===== config.mk =====
export PLATFORM = sky130hd
export DESIGN_NAME = rs485_frame_matcher
export DESIGN_NICKNAME = d
export VERILOG_FILES = /design/src/hw/rtl/rsfm_pkg.sv /design/src/hw/rtl/rsfm_front.sv /design/src/hw/rtl/rsfm_back.sv /design/src/hw/rtl/rs485_frame_matcher.sv
export SDC_FILE = /design/constraint.sdc
export NUM_CORES = 1
export LEC_CHECK = 0
export BUFFER_PORTS_ARGS = -buffer_cell sky130_fd_sc_hd__buf_2
export CORE_MARGIN = 8
export CORE_UTILIZATION = 30
export DETAILED_ROUTE_END_ITERATION = 7
export HOLD_SLACK_MARGIN = 0.08
export MAX_ROUTING_LAYER = met4
export RECOVER_POWER = 100
export SYNTH_ARGS = -nofsm -noshare
export SYNTH_HDL_FRONTEND = slang
export SYNTH_SLANG_ARGS = --single-unit

===== constraint.sdc =====
create_clock -name aclk -period 14.2 [get_ports aclk]
set_clock_uncertainty 0.1 [all_clocks]
set_input_delay 0.71 -clock aclk [delete_from_list [all_inputs] [get_ports aclk]]
set_output_delay 0.71 -clock aclk [all_outputs]
set_load 0.05 [all_outputs]

===== src/hw/rtl/rsfm_pkg.sv =====
// shared types and constants for the rs485 frame matcher
package rsfm_pkg;

    localparam int BYTE_W = 8;
    localparam int POS_W  = 5;
    localparam int LEN_W  = 6;
    localparam int OUT_W  = 16;

    typedef logic [BYTE_W-1:0] byte_t;
    typedef logic [POS_W-1:0]  pos_t;
    typedef logic [LEN_W-1:0]  len_t;

    localparam byte_t HDR_FIRST  = 8'h0A;
    localparam byte_t HDR_SECOND = 8'h0D;

    localparam len_t MIN_FRAME = 6'd5;
    localparam len_t LEN_RESET = 6'd30;

    // configuration register indexes
    localparam logic REG_STATION = 1'b0;
    localparam logic REG_LENGTH  = 1'b1;

    // control between the matching front and the emitting back
    typedef struct packed {
        logic valid;
        len_t len;
    } slot_ctrl_t;

endpackage


===== src/hw/rtl/rsfm_front.sv =====
// front: sliding byte window, frame match and one-frame hand-off slot
module rsfm_front #(
    parameter int MAX_FRAME = 32
) (
    input  logic                aclk,
    input  logic                aresetn,
    input  logic                s_tvalid,
    output logic                s_tready,
    input  rsfm_pkg::byte_t     rx_byte,
    input  rsfm_pkg::byte_t     station,
    input  rsfm_pkg::len_t      frame_length,
    output rsfm_pkg::slot_ctrl_t slot_ctrl,
    output rsfm_pkg::byte_t     slot_data [(MAX_FRAME < 32 ? MAX_FRAME : 32)],
    input  logic                slot_ready
);

    localparam int CAP = (MAX_FRAME < 32) ? MAX_FRAME : 32;
    localparam int WIW = $clog2(MAX_FRAME);

    rsfm_pkg::byte_t win_reg  [MAX_FRAME];
    rsfm_pkg::byte_t win_next [MAX_FRAME];
    rsfm_pkg::byte_t slot_data_reg [CAP];
    rsfm_pkg::len_t  slot_len_reg;
    logic            slot_valid_reg;
    rsfm_pkg::len_t  fill_reg;
    rsfm_pkg::len_t  fill_next;
    rsfm_pkg::len_t  eff_len;
    logic [WIW-1:0]  base;
    logic [MAX_FRAME-1:0] hdr_ok;
    logic            accept;
    logic            match;

    assign s_tready = !slot_valid_reg;
    assign accept   = s_tvalid && s_tready;

    always_comb begin
        for (int i = 0; i < MAX_FRAME - 1; i++) begin
            win_next[i] = win_reg[i+1];
        end
        win_next[MAX_FRAME-1] = rx_byte;
    end

    // header test at each window position with room for the header, picked by the frame length below
    always_comb begin
        for (int i = 0; i < MAX_FRAME; i++) begin
            if (i + 2 < MAX_FRAME) begin
                hdr_ok[i] = (win_next[i] == rsfm_pkg::HDR_FIRST)
                         && (win_next[i+1] == rsfm_pkg::HDR_SECOND)
                         && (win_next[i+2] == station);
            end else begin
                hdr_ok[i] = 1'b0;
            end
        end
    end

    always_comb begin
        if (frame_length < rsfm_pkg::MIN_FRAME) begin
            eff_len = rsfm_pkg::MIN_FRAME;
        end else if (frame_length > rsfm_pkg::LEN_W'(CAP)) begin
            eff_len = rsfm_pkg::LEN_W'(CAP);
        end else begin
            eff_len = frame_length;
        end
    end

    assign base      = WIW'(32'(MAX_FRAME) - 32'(eff_len));
    assign fill_next = (fill_reg < rsfm_pkg::LEN_W'(CAP)) ? fill_reg + 6'd1 : fill_reg;
    assign match     = (fill_next >= eff_len) && hdr_ok[base]
                    && (win_reg[MAX_FRAME-1] == rsfm_pkg::HDR_SECOND)
                    && (rx_byte == rsfm_pkg::HDR_FIRST);

    always_ff @(posedge aclk) begin
        if (!aresetn) begin
            fill_reg       <= '0;
            slot_valid_reg <= 1'b0;
        end else begin
            if (accept) begin
                fill_reg <= match ? '0 : fill_next;
            end
            if (accept && match) begin
                slot_valid_reg <= 1'b1;
            end else if (slot_ready) begin
                slot_valid_reg <= 1'b0;
            end
        end
    end

    // window needs no clearing: the fill count keeps stale bytes out of a match
    always_ff @(posedge aclk) begin
        if (accept) begin
            win_reg <= win_next;
            if (match) begin
                slot_len_reg <= eff_len;
                for (int j = 0; j < CAP; j++) begin
                    slot_data_reg[j] <= win_next[MAX_FRAME-CAP+j];
                end
            end
        end
    end

    assign slot_ctrl.valid = slot_valid_reg;
    assign slot_ctrl.len   = slot_len_reg;
    assign slot_data       = slot_data_reg;

endmodule


===== src/hw/rtl/rsfm_back.sv =====
// back: takes a matched frame from the slot and streams its bytes out
module rsfm_back #(
    parameter int MAX_FRAME = 32
) (
    input  logic                 aclk,
    input  logic                 aresetn,
    input  rsfm_pkg::slot_ctrl_t slot_ctrl,
    input  rsfm_pkg::byte_t      slot_data [(MAX_FRAME < 32 ? MAX_FRAME : 32)],
    output logic                 slot_ready,
    output logic                 m_tvalid,
    input  logic                 m_tready,
    output rsfm_pkg::byte_t      frame_byte,
    output rsfm_pkg::pos_t       byte_position,
    output logic                 last_of_frame
);

    localparam int CAP = (MAX_FRAME < 32) ? MAX_FRAME : 32;
    localparam int IW  = $clog2(CAP);

    rsfm_pkg::byte_t buf_reg [CAP];
    logic [IW-1:0]   start_reg;
    rsfm_pkg::pos_t  pos_reg;
    rsfm_pkg::len_t  len_reg;
    logic            busy_reg;
    logic            out_valid_reg;
    rsfm_pkg::byte_t out_byte_reg;
    rsfm_pkg::pos_t  out_pos_reg;
    logic            out_last_reg;
    logic [IW-1:0]   rd_idx;
    logic            load_out;
    logic            at_last;
    logic            take;

    assign slot_ready = !busy_reg;
    assign take       = slot_ctrl.valid && !busy_reg;
    assign load_out   = busy_reg && (!out_valid_reg || m_tready);
    assign rd_idx     = start_reg + IW'(pos_reg);
    assign at_last    = (rsfm_pkg::LEN_W'(pos_reg) + 6'd1) == len_reg;

    always_ff @(posedge aclk) begin
        if (!aresetn) begin
            busy_reg      <= 1'b0;
            out_valid_reg <= 1'b0;
        end else begin
            if (take) begin
                busy_reg <= 1'b1;
            end else if (load_out && at_last) begin
                busy_reg <= 1'b0;
            end
            if (load_out) begin
                out_valid_reg <= 1'b1;
            end else if (m_tready) begin
                out_valid_reg <= 1'b0;
            end
        end
    end

    always_ff @(posedge aclk) begin
        if (take) begin
            buf_reg   <= slot_data;
            len_reg   <= slot_ctrl.len;
            start_reg <= IW'(32'(CAP) - 32'(slot_ctrl.len));
            pos_reg   <= '0;
        end else if (load_out) begin
            pos_reg <= pos_reg + 5'd1;
        end
        if (load_out) begin
            out_byte_reg <= buf_reg[rd_idx];
            out_pos_reg  <= pos_reg;
            out_last_reg <= at_last;
        end
    end

    assign m_tvalid      = out_valid_reg;
    assign frame_byte    = out_byte_reg;
    assign byte_position = out_pos_reg;
    assign last_of_frame = out_last_reg;

endmodule


===== src/hw/rtl/rs485_frame_matcher.sv =====
// top level: configuration registers, matching front and emitting back
// first frame byte goes via the hand-off slot, back frame buffer and output register
// one byte per cycle in while s_tready is high; the back streams one frame at a time
// s_tready drops while the hand-off slot holds a frame the back has not taken
// the slot frees when the back starts a frame, so a second frame may wait there
// reset: synchronous on aresetn, clears control and config; window not cleared
module rs485_frame_matcher #(
    parameter int MAX_FRAME = 32
) (
    input  logic        aclk,
    input  logic        aresetn,
    input  logic        s_tvalid,
    output logic        s_tready,
    input  logic [7:0]  s_tdata,    // [7:0] rx_byte
    output logic        m_tvalid,
    input  logic        m_tready,
    output logic [15:0] m_tdata,    // [7:0] frame_byte, [12:8] byte_position, zero fill
    output logic        m_tlast,
    input  logic        cfg_we,
    input  logic        cfg_addr,
    input  logic [7:0]  cfg_wdata
);

    localparam int CAP = (MAX_FRAME < 32) ? MAX_FRAME : 32;

    rsfm_pkg::byte_t      station_reg;
    rsfm_pkg::len_t       length_reg;
    rsfm_pkg::slot_ctrl_t slot_ctrl;
    rsfm_pkg::byte_t      slot_data [CAP];
    logic                 slot_ready;
    rsfm_pkg::byte_t      frame_byte;
    rsfm_pkg::pos_t       byte_position;

    always_ff @(posedge aclk) begin
        if (!aresetn) begin
            station_reg <= '0;
            length_reg  <= rsfm_pkg::LEN_RESET;
        end else if (cfg_we) begin
            case (cfg_addr)
                rsfm_pkg::REG_STATION: station_reg <= cfg_wdata;
                rsfm_pkg::REG_LENGTH:  length_reg  <= cfg_wdata[rsfm_pkg::LEN_W-1:0];
                default: ;
            endcase
        end
    end

    rsfm_front #(.MAX_FRAME(MAX_FRAME)) u_front (
        .aclk         (aclk),
        .aresetn      (aresetn),
        .s_tvalid     (s_tvalid),
        .s_tready     (s_tready),
        .rx_byte      (s_tdata),
        .station      (station_reg),
        .frame_length (length_reg),
        .slot_ctrl    (slot_ctrl),
        .slot_data    (slot_data),
        .slot_ready   (slot_ready)
    );

    rsfm_back #(.MAX_FRAME(MAX_FRAME)) u_back (
        .aclk          (aclk),
        .aresetn       (aresetn),
        .slot_ctrl     (slot_ctrl),
        .slot_data     (slot_data),
        .slot_ready    (slot_ready),
        .m_tvalid      (m_tvalid),
        .m_tready      (m_tready),
        .frame_byte    (frame_byte),
        .byte_position (byte_position),
        .last_of_frame (m_tlast)
    );

    assign m_tdata = {3'b000, byte_position, frame_byte};

endmodule


Yosys cells after proc, flatten, opt, wreduce, memory -nomap -nowiden
Cells that the tools add are included. W data, S select, Z words.

Bits of input ports: 22. Logic and storage cells: 307. Bits in registers: 819.

Magnitude comparators: 6. Reduce and logical (&&, ||, !) cells: 77. Equal/unequal tests: 93. Add/subtract/negate cells: 6. Muxes and demuxes: 15. Bitwise logic cells: 2.

Operators by type and width (number): $eq A8 B4 Y1 const B (61); $eq A8 B8 Y1 (30); $logic_and A1 B1 Y1 (68); $bmux W8 S5 (1); $mux W6 (4); $mux W8 (2); $sub A1 B5 Y5 const A (2); $mux W1 (7); $add A5 B1 Y6 const B (1); $add A6 B1 Y6 const B (1); $eq A6 B6 Y1 (1); $ge A6 B6 Y1 (1); $ge A6 B6 Y1 const B (1); $gt A6 B6 Y1 const B (1); $lt A5 B6 Y1 const B (1); $lt A6 B3 Y1 const B (1); $lt A6 B6 Y1 const B (1); $not A5 Y6 (1); $reduce_and A2 Y1 (3); $add A5 B1 Y5 const B (1); $add A5 B5 Y5 (1); $bmux W1 S5 (1); $reduce_bool A2 Y1 (2); $logic_not A1 Y1 (3); other kinds (3) (3).

Longest topological paths before layout
Depth in word-level cells: 11. Depth in mapped cells: 15. Mapped depth without buffers: 13.

By module
Synthesis repeated with hierarchy kept, for this count alone.

Cells, all modules: 1937. Area total of the unflattened synthesis: 32489.9 µm².

By module, submodules not included: rsfm_front (area an instance 20287.0 µm², seq. area each 15454.8 µm², cells an instance 1158, instances 1); rsfm_back (area an instance 11616.1 µm², seq. area each 8548.2 µm², cells an instance 715, instances 1); rs485_frame_matcher (area an instance 586.8 µm², seq. area each 280.3 µm², cells an instance 64, instances 1).

Least setup slack after synthesis
Ideal clock, no wire load.

Path type: input to register. Start point: input port s_tvalid. End point: register u_front.slot_data_reg (netlist bit u_front.slot_data[0]) (enable). Slack: 2160 ps. Cell stages on the path: 4. Arrival: 11338 ps. Buffers on the path: 0. Data required time: 13497 ps. Path through: nand2_1 -> inv_1 -> o21ai_1 -> inv_1.

Word-level cells in the longest chain between the ends: 2.

Ends and longest elaborated chain: from (decl) (RTL line rs485_frame_matcher.sv:12) `input logic s_tvalid,`; $logic_and A1 B1 Y1 (RTL line rsfm_front.sv:34) `assign accept = s_tvalid && s_tready;`; via u_front.accept (RTL line rsfm_front.sv:30) `logic accept;`; $reduce_and A2 Y1 (no source line); to (signal, indexed assignment) (RTL line rsfm_front.sv:95) `slot_data_reg[j] <= win_next[MAX_FRAME-CAP+j];`; to (decl) (RTL line rsfm_front.sv:22) `rsfm_pkg::byte_t slot_data_reg [CAP];`.

The timed path passes the listed nets, and every way through them passes these cells. A chain may end at the register's enable or synchronous reset.

Worst setup path in the final report
Start point: register length_reg[2]. End point: register u_front.slot_data_reg (netlist bit u_front.slot_data[68]) (enable).

Word-level cells in the longest chain between the ends: 10. Elaborated cells on any way between the ends: 12. Classes of those cells: add/sub: 1; order compare: 3; mux: 4; reduce/logical: 4.

Ends and longest elaborated chain: from (decl) (RTL line rs485_frame_matcher.sv:27) `rsfm_pkg::len_t length_reg;`; from (signal assigned) (RTL line rs485_frame_matcher.sv:37) `length_reg <= rsfm_pkg::LEN_RESET;`; from (signal assigned) (RTL line rs485_frame_matcher.sv:41) `rsfm_pkg::REG_LENGTH: length_reg <= cfg_wdata[rsfm_pkg::LEN_W-1:0];`; $gt A6 B6 Y1 (RTL line rsfm_front.sv:59) `end else if (frame_length > rsfm_pkg::LEN_W'(CAP)) begin`; $mux W6 (RTL line rsfm_front.sv:59); $mux W6 * (RTL line rsfm_front.sv:57) `if (frame_length < rsfm_pkg::MIN_FRAME) begin`; $sub A1 B5 Y5 (RTL line rsfm_front.sv:66) `assign base = WIW'(32'(MAX_FRAME) - 32'(eff_len));`; $bmux W1 S5 (RTL line rsfm_front.sv:68) `assign match = (fill_next >= eff_len) && hdr_ok[base]`; $mux W1 (not written as such) (RTL line rsfm_front.sv:68); $logic_and A1 B1 Y1 * (RTL line rsfm_front.sv:68); $logic_and A1 B1 Y1 * (RTL line rsfm_front.sv:69) `&& (win_reg[MAX_FRAME-1] == rsfm_pkg::HDR_SECOND)`; $logic_and A1 B1 Y1 * (RTL line rsfm_front.sv:70) `&& (rx_byte == rsfm_pkg::HDR_FIRST);`; $reduce_and A2 Y1 (no source line) *.

Every way passes the cells marked *; elsewhere a longest branch is shown, timed or not. The select of a mux whose other input is x is not followed.

==> flow_metrics.py <==
metrics = {
    "routing": {
        "drc_errors": 0,
        "ant_nets": 0,
        "avgViaCountPerCell": 4.79,
        "routed_wl_um": 71300,
        "dr.pass1.iters": 7,
        "drt_iter0_drc": 1516,
        "wl_per_cell_um": 22.3,
        "via_count": 15300,
    },
    "die": {
        "coreArea_mm2": 0.105,
        "start_util_pct": 30.2,
        "rows": 119,
        "die_y_um": 341,
        "die_w_um": 341,
        "ios": 41,
        "die-area_mm2": 0.116,
    },
    "pwr": {
        "ir_drop_mv": 0.0857,
        "p_int_mw": 4.17,
        "power_frac_seq_pct": 50.9,
        "switching_power_mw": 1.26,
        "power.leakage_nw": 11.0,
        "switching_share_pct": 23.2,
        "comb_power_share_pct": 8.8,
        "clock_power_share_pct": 40.3,
        "p_per_area_mw_per_mm2": 151,
    },
    "timing": {
        "post-route-period-util_pct": 64.5,
        "finalSetupTns_ns": 0,
        "relSlewSlack_pct": -287,
        "worst_pin_slew_ns": 5.77,
        "fmax_ghz": 0.109,
        "finalMaxSlewViolations": 769,
        "holdWs_ns": 0.257,
        "setup_viol": 0,
        "min_period_ns": 9.15,
        "rsz0062_at_grt": "no",
        "finalHoldViolations": 0,
    },
    "global_route": {
        "antenna_found_initial": 1,
        "grt_usage_pct": 12.4,
        "grt_pass1_wl_um": 106000,
        "grt_max_degree": 131,
        "grt_pass1_vias": 15900,
        "grt.overflow.total": 0,
    },
    "place": {
        "dpl-instance-area_mm2": 0.0334,
        "placed_cells": 3049,
        "gp_congestion": 0.806,
        "numPortBuffers": 37,
        "hpwlAfterDp_um": 46100,
    },
    "hold_path": {
        "hold_class": "primary input to register",
        "hold_path_startpoint": "cfg_wdata[7]",
        "whs_path_depth": 3,
        "min_to": "station_reg[7]",
    },
    "synthesis": {
        "synth.top_cells.by_area": "edfxtp_1 (75%), mux4_2 (5.7%), xnor2_1 (5.5%)",
        "syn-mean-instance-area_um2": 19.0,
        "synthCells": 1662,
        "netlist_area_mm2": 0.0317,
        "ys_top_cells_by_count": "edfxtp_1 (790), xnor2_1 (198), mux4_2 (80), nand2_1 (70), nand4_1 (64)",
        "synth_enable_flop_cells": 790,
        "yosysSeqAreaShare_pct": 76.7,
        "post-synth-top-count-cell": "edfxtp_1",
        "yosys.area.top_type": "edfxtp_1",
        "synth_top_area_share_pct": 74.9,
        "synthArstFlopShare_pct": 0,
        "yosysWarnings": 0,
        "synth-main-ff-cell": "edfxtp_1",
        "synth_cell_types": 75,
        "ys_ff_latch": 818,
    },
    "worst_setup_path": {
        "reg2reg_slack_ns": 5.05,
        "crit_required_ns": 14.33,
        "r2r_end": "u_front.slot_data[68]",
        "rr_startpoint": "length_reg[2]",
        "cp-end-kind": "register",
        "crit_path_start_kind": "register",
        "critical_path_class": "register to register",
        "r2r_cells": 14,
        "cp.arrival_ns": 9.28,
        "crit_path_max_fanout": 130,
    },
    "outcome": {
        "violations": "max-capacitance violations, max-slew violations",
        "outcome": "finished with violations",
    },
    "clocking": {
        "clk_latency_ns": 0.63,
        "path_clk_slew_ns": 0.06,
        "numCtsBuffers": 84,
        "clockRootBuffer": "clkbuf_16",
        "cts_hold_buffers": 0,
        "cts_tree": "yes",
        "numClockSinks": 818,
        "h-tree-depth": 3,
        "cts_setup_buffers": 0,
        "clk_path_buf_depth": 3,
        "cts_resized": 0,
    },
    "finish": {
        "fin_cells": 3200,
        "syn2layout_area_growth_pct": 13.9,
        "final_area_mm2": 0.0361,
        "drive_above_1_share_pct": 14.3,
        "nets": 1781,
        "final_util_pct": 34.3,
    },
    "run": {
        "cap_violations": 15,
    },
}
-- worst max-delay path, cell delays in order, from the launching register on --
cell	delay [ns]
dfxtp_1	0.43
a211oi_1	0.11
o21ai_0	1.88
clkinvlp_2	1.98
ha_1	0.74
nand2b_1	0.11
a21o_1	0.11
a21o_1	0.11
a21o_1	0.11
a211o_2	0.13
nand4_1	0.14
nor4_1	0.43
o21ai_0	0.32
inv_8	1.12
buf_4	0.85
-- placed cells by master, fill, tap and decap left out, drive strengths merged, types with 4 or more instances in the layout --
cell type | netlist | routed
a21boi | 14 | 14
a21o | 6 | 6
a21oi | 7 | 7
a31oi | 5 | 5
a32o | 5 | 5
a32oi | 4 | 4
buf | 37 | 18
bufinv | 0 | 9
clkbuf | 24 | 132
clkinv | 0 | 41
dfxtp | 28 | 28
edfxtp | 790 | 790
ha | 14 | 14
inv | 17 | 19
mux2 | 9 | 9
mux4 | 80 | 80
nand2 | 70 | 70
nand2b | 6 | 6
nand3 | 18 | 18
nand3b | 16 | 16
nand4 | 64 | 64
nand4b | 4 | 4
nor2 | 15 | 15
nor2b | 8 | 8
nor3 | 12 | 12
nor4 | 63 | 63
nor4b | 5 | 5
nor4bb | 27 | 27
o21ai | 16 | 16
o31ai | 4 | 4
xnor2 | 200 | 200
xor2 | 56 | 56
-- power groups by stage --
stage	sequential, mW	combinational [mW]	clock [mW]
2_1_floorplan	2.78	0.310	0
3_3_place_gp	2.81	0.484	0
3_5_place_dp	2.81	0.489	0
4_1_cts	2.76	0.491	2.23
5_1_grt	2.77	0.510	2.33
6_report	2.76	0.478	2.18
-- worst max-delay path by stage --
stage                     slack (ns)           from                     end  cells after the start
final                           5.05  length_reg[2]   u_front.slot_data[68]                     14
after global routing            4.30  length_reg[3]   u_front.slot_data[87]                     14
after CTS                       8.44  length_reg[2]   u_front.slot_data[92]                     13
after detailed placement        8.49  length_reg[2]  u_front.slot_data[187]                     13
after global placement          8.56  length_reg[2]   u_front.slot_data[76]                     13
after floorplan                 2.16       s_tvalid    u_front.slot_data[0]                      4
-- cell families after synthesis --
logic type	count (synthesis)	share of synthesized area, %
DFF	818	76.7
and+or+nand+nor	325	6.23
xor gates and xnor gates	256	7.13
muxes	90	6.04
AOI/OAI and AO/OA	79	1.87
buffers and inverters	78	1.39
adders and majority gates	15	0.617
other	1	0.0118
-- metal layers --
metal  part of all wire (%)  global-route usage (%)
met1                     45                    16.8
met2                     47                    18.9
met3                    6.3                    2.40
met4                    2.0                    3.55
met5                      0                       -
-- layout make-up --
class | instances | area, um^2
fillers | 9789 | 68900
flip-flops and latches | 818 | 24300
multi-input cells | 768 | 6950
clock buffers | 95 | 2160
well taps | 1391 | 1740
clock inverters | 55 | 582
repair buffers | 55 | 246
inverters | 17 | 75.1
diodes | 1 | 2.50
-- stage by stage --
stage | power [mW] | worst slack (ns)
floorplan | 3.09 | 2.16
global placement | 3.29 | 8.56
detailed placement | 3.30 | 8.49
CTS | 5.48 | 8.44
global route | 5.60 | 4.30
finish | 5.43 | 5.05
No activity file was read; power rests on OpenSTA's default activity.
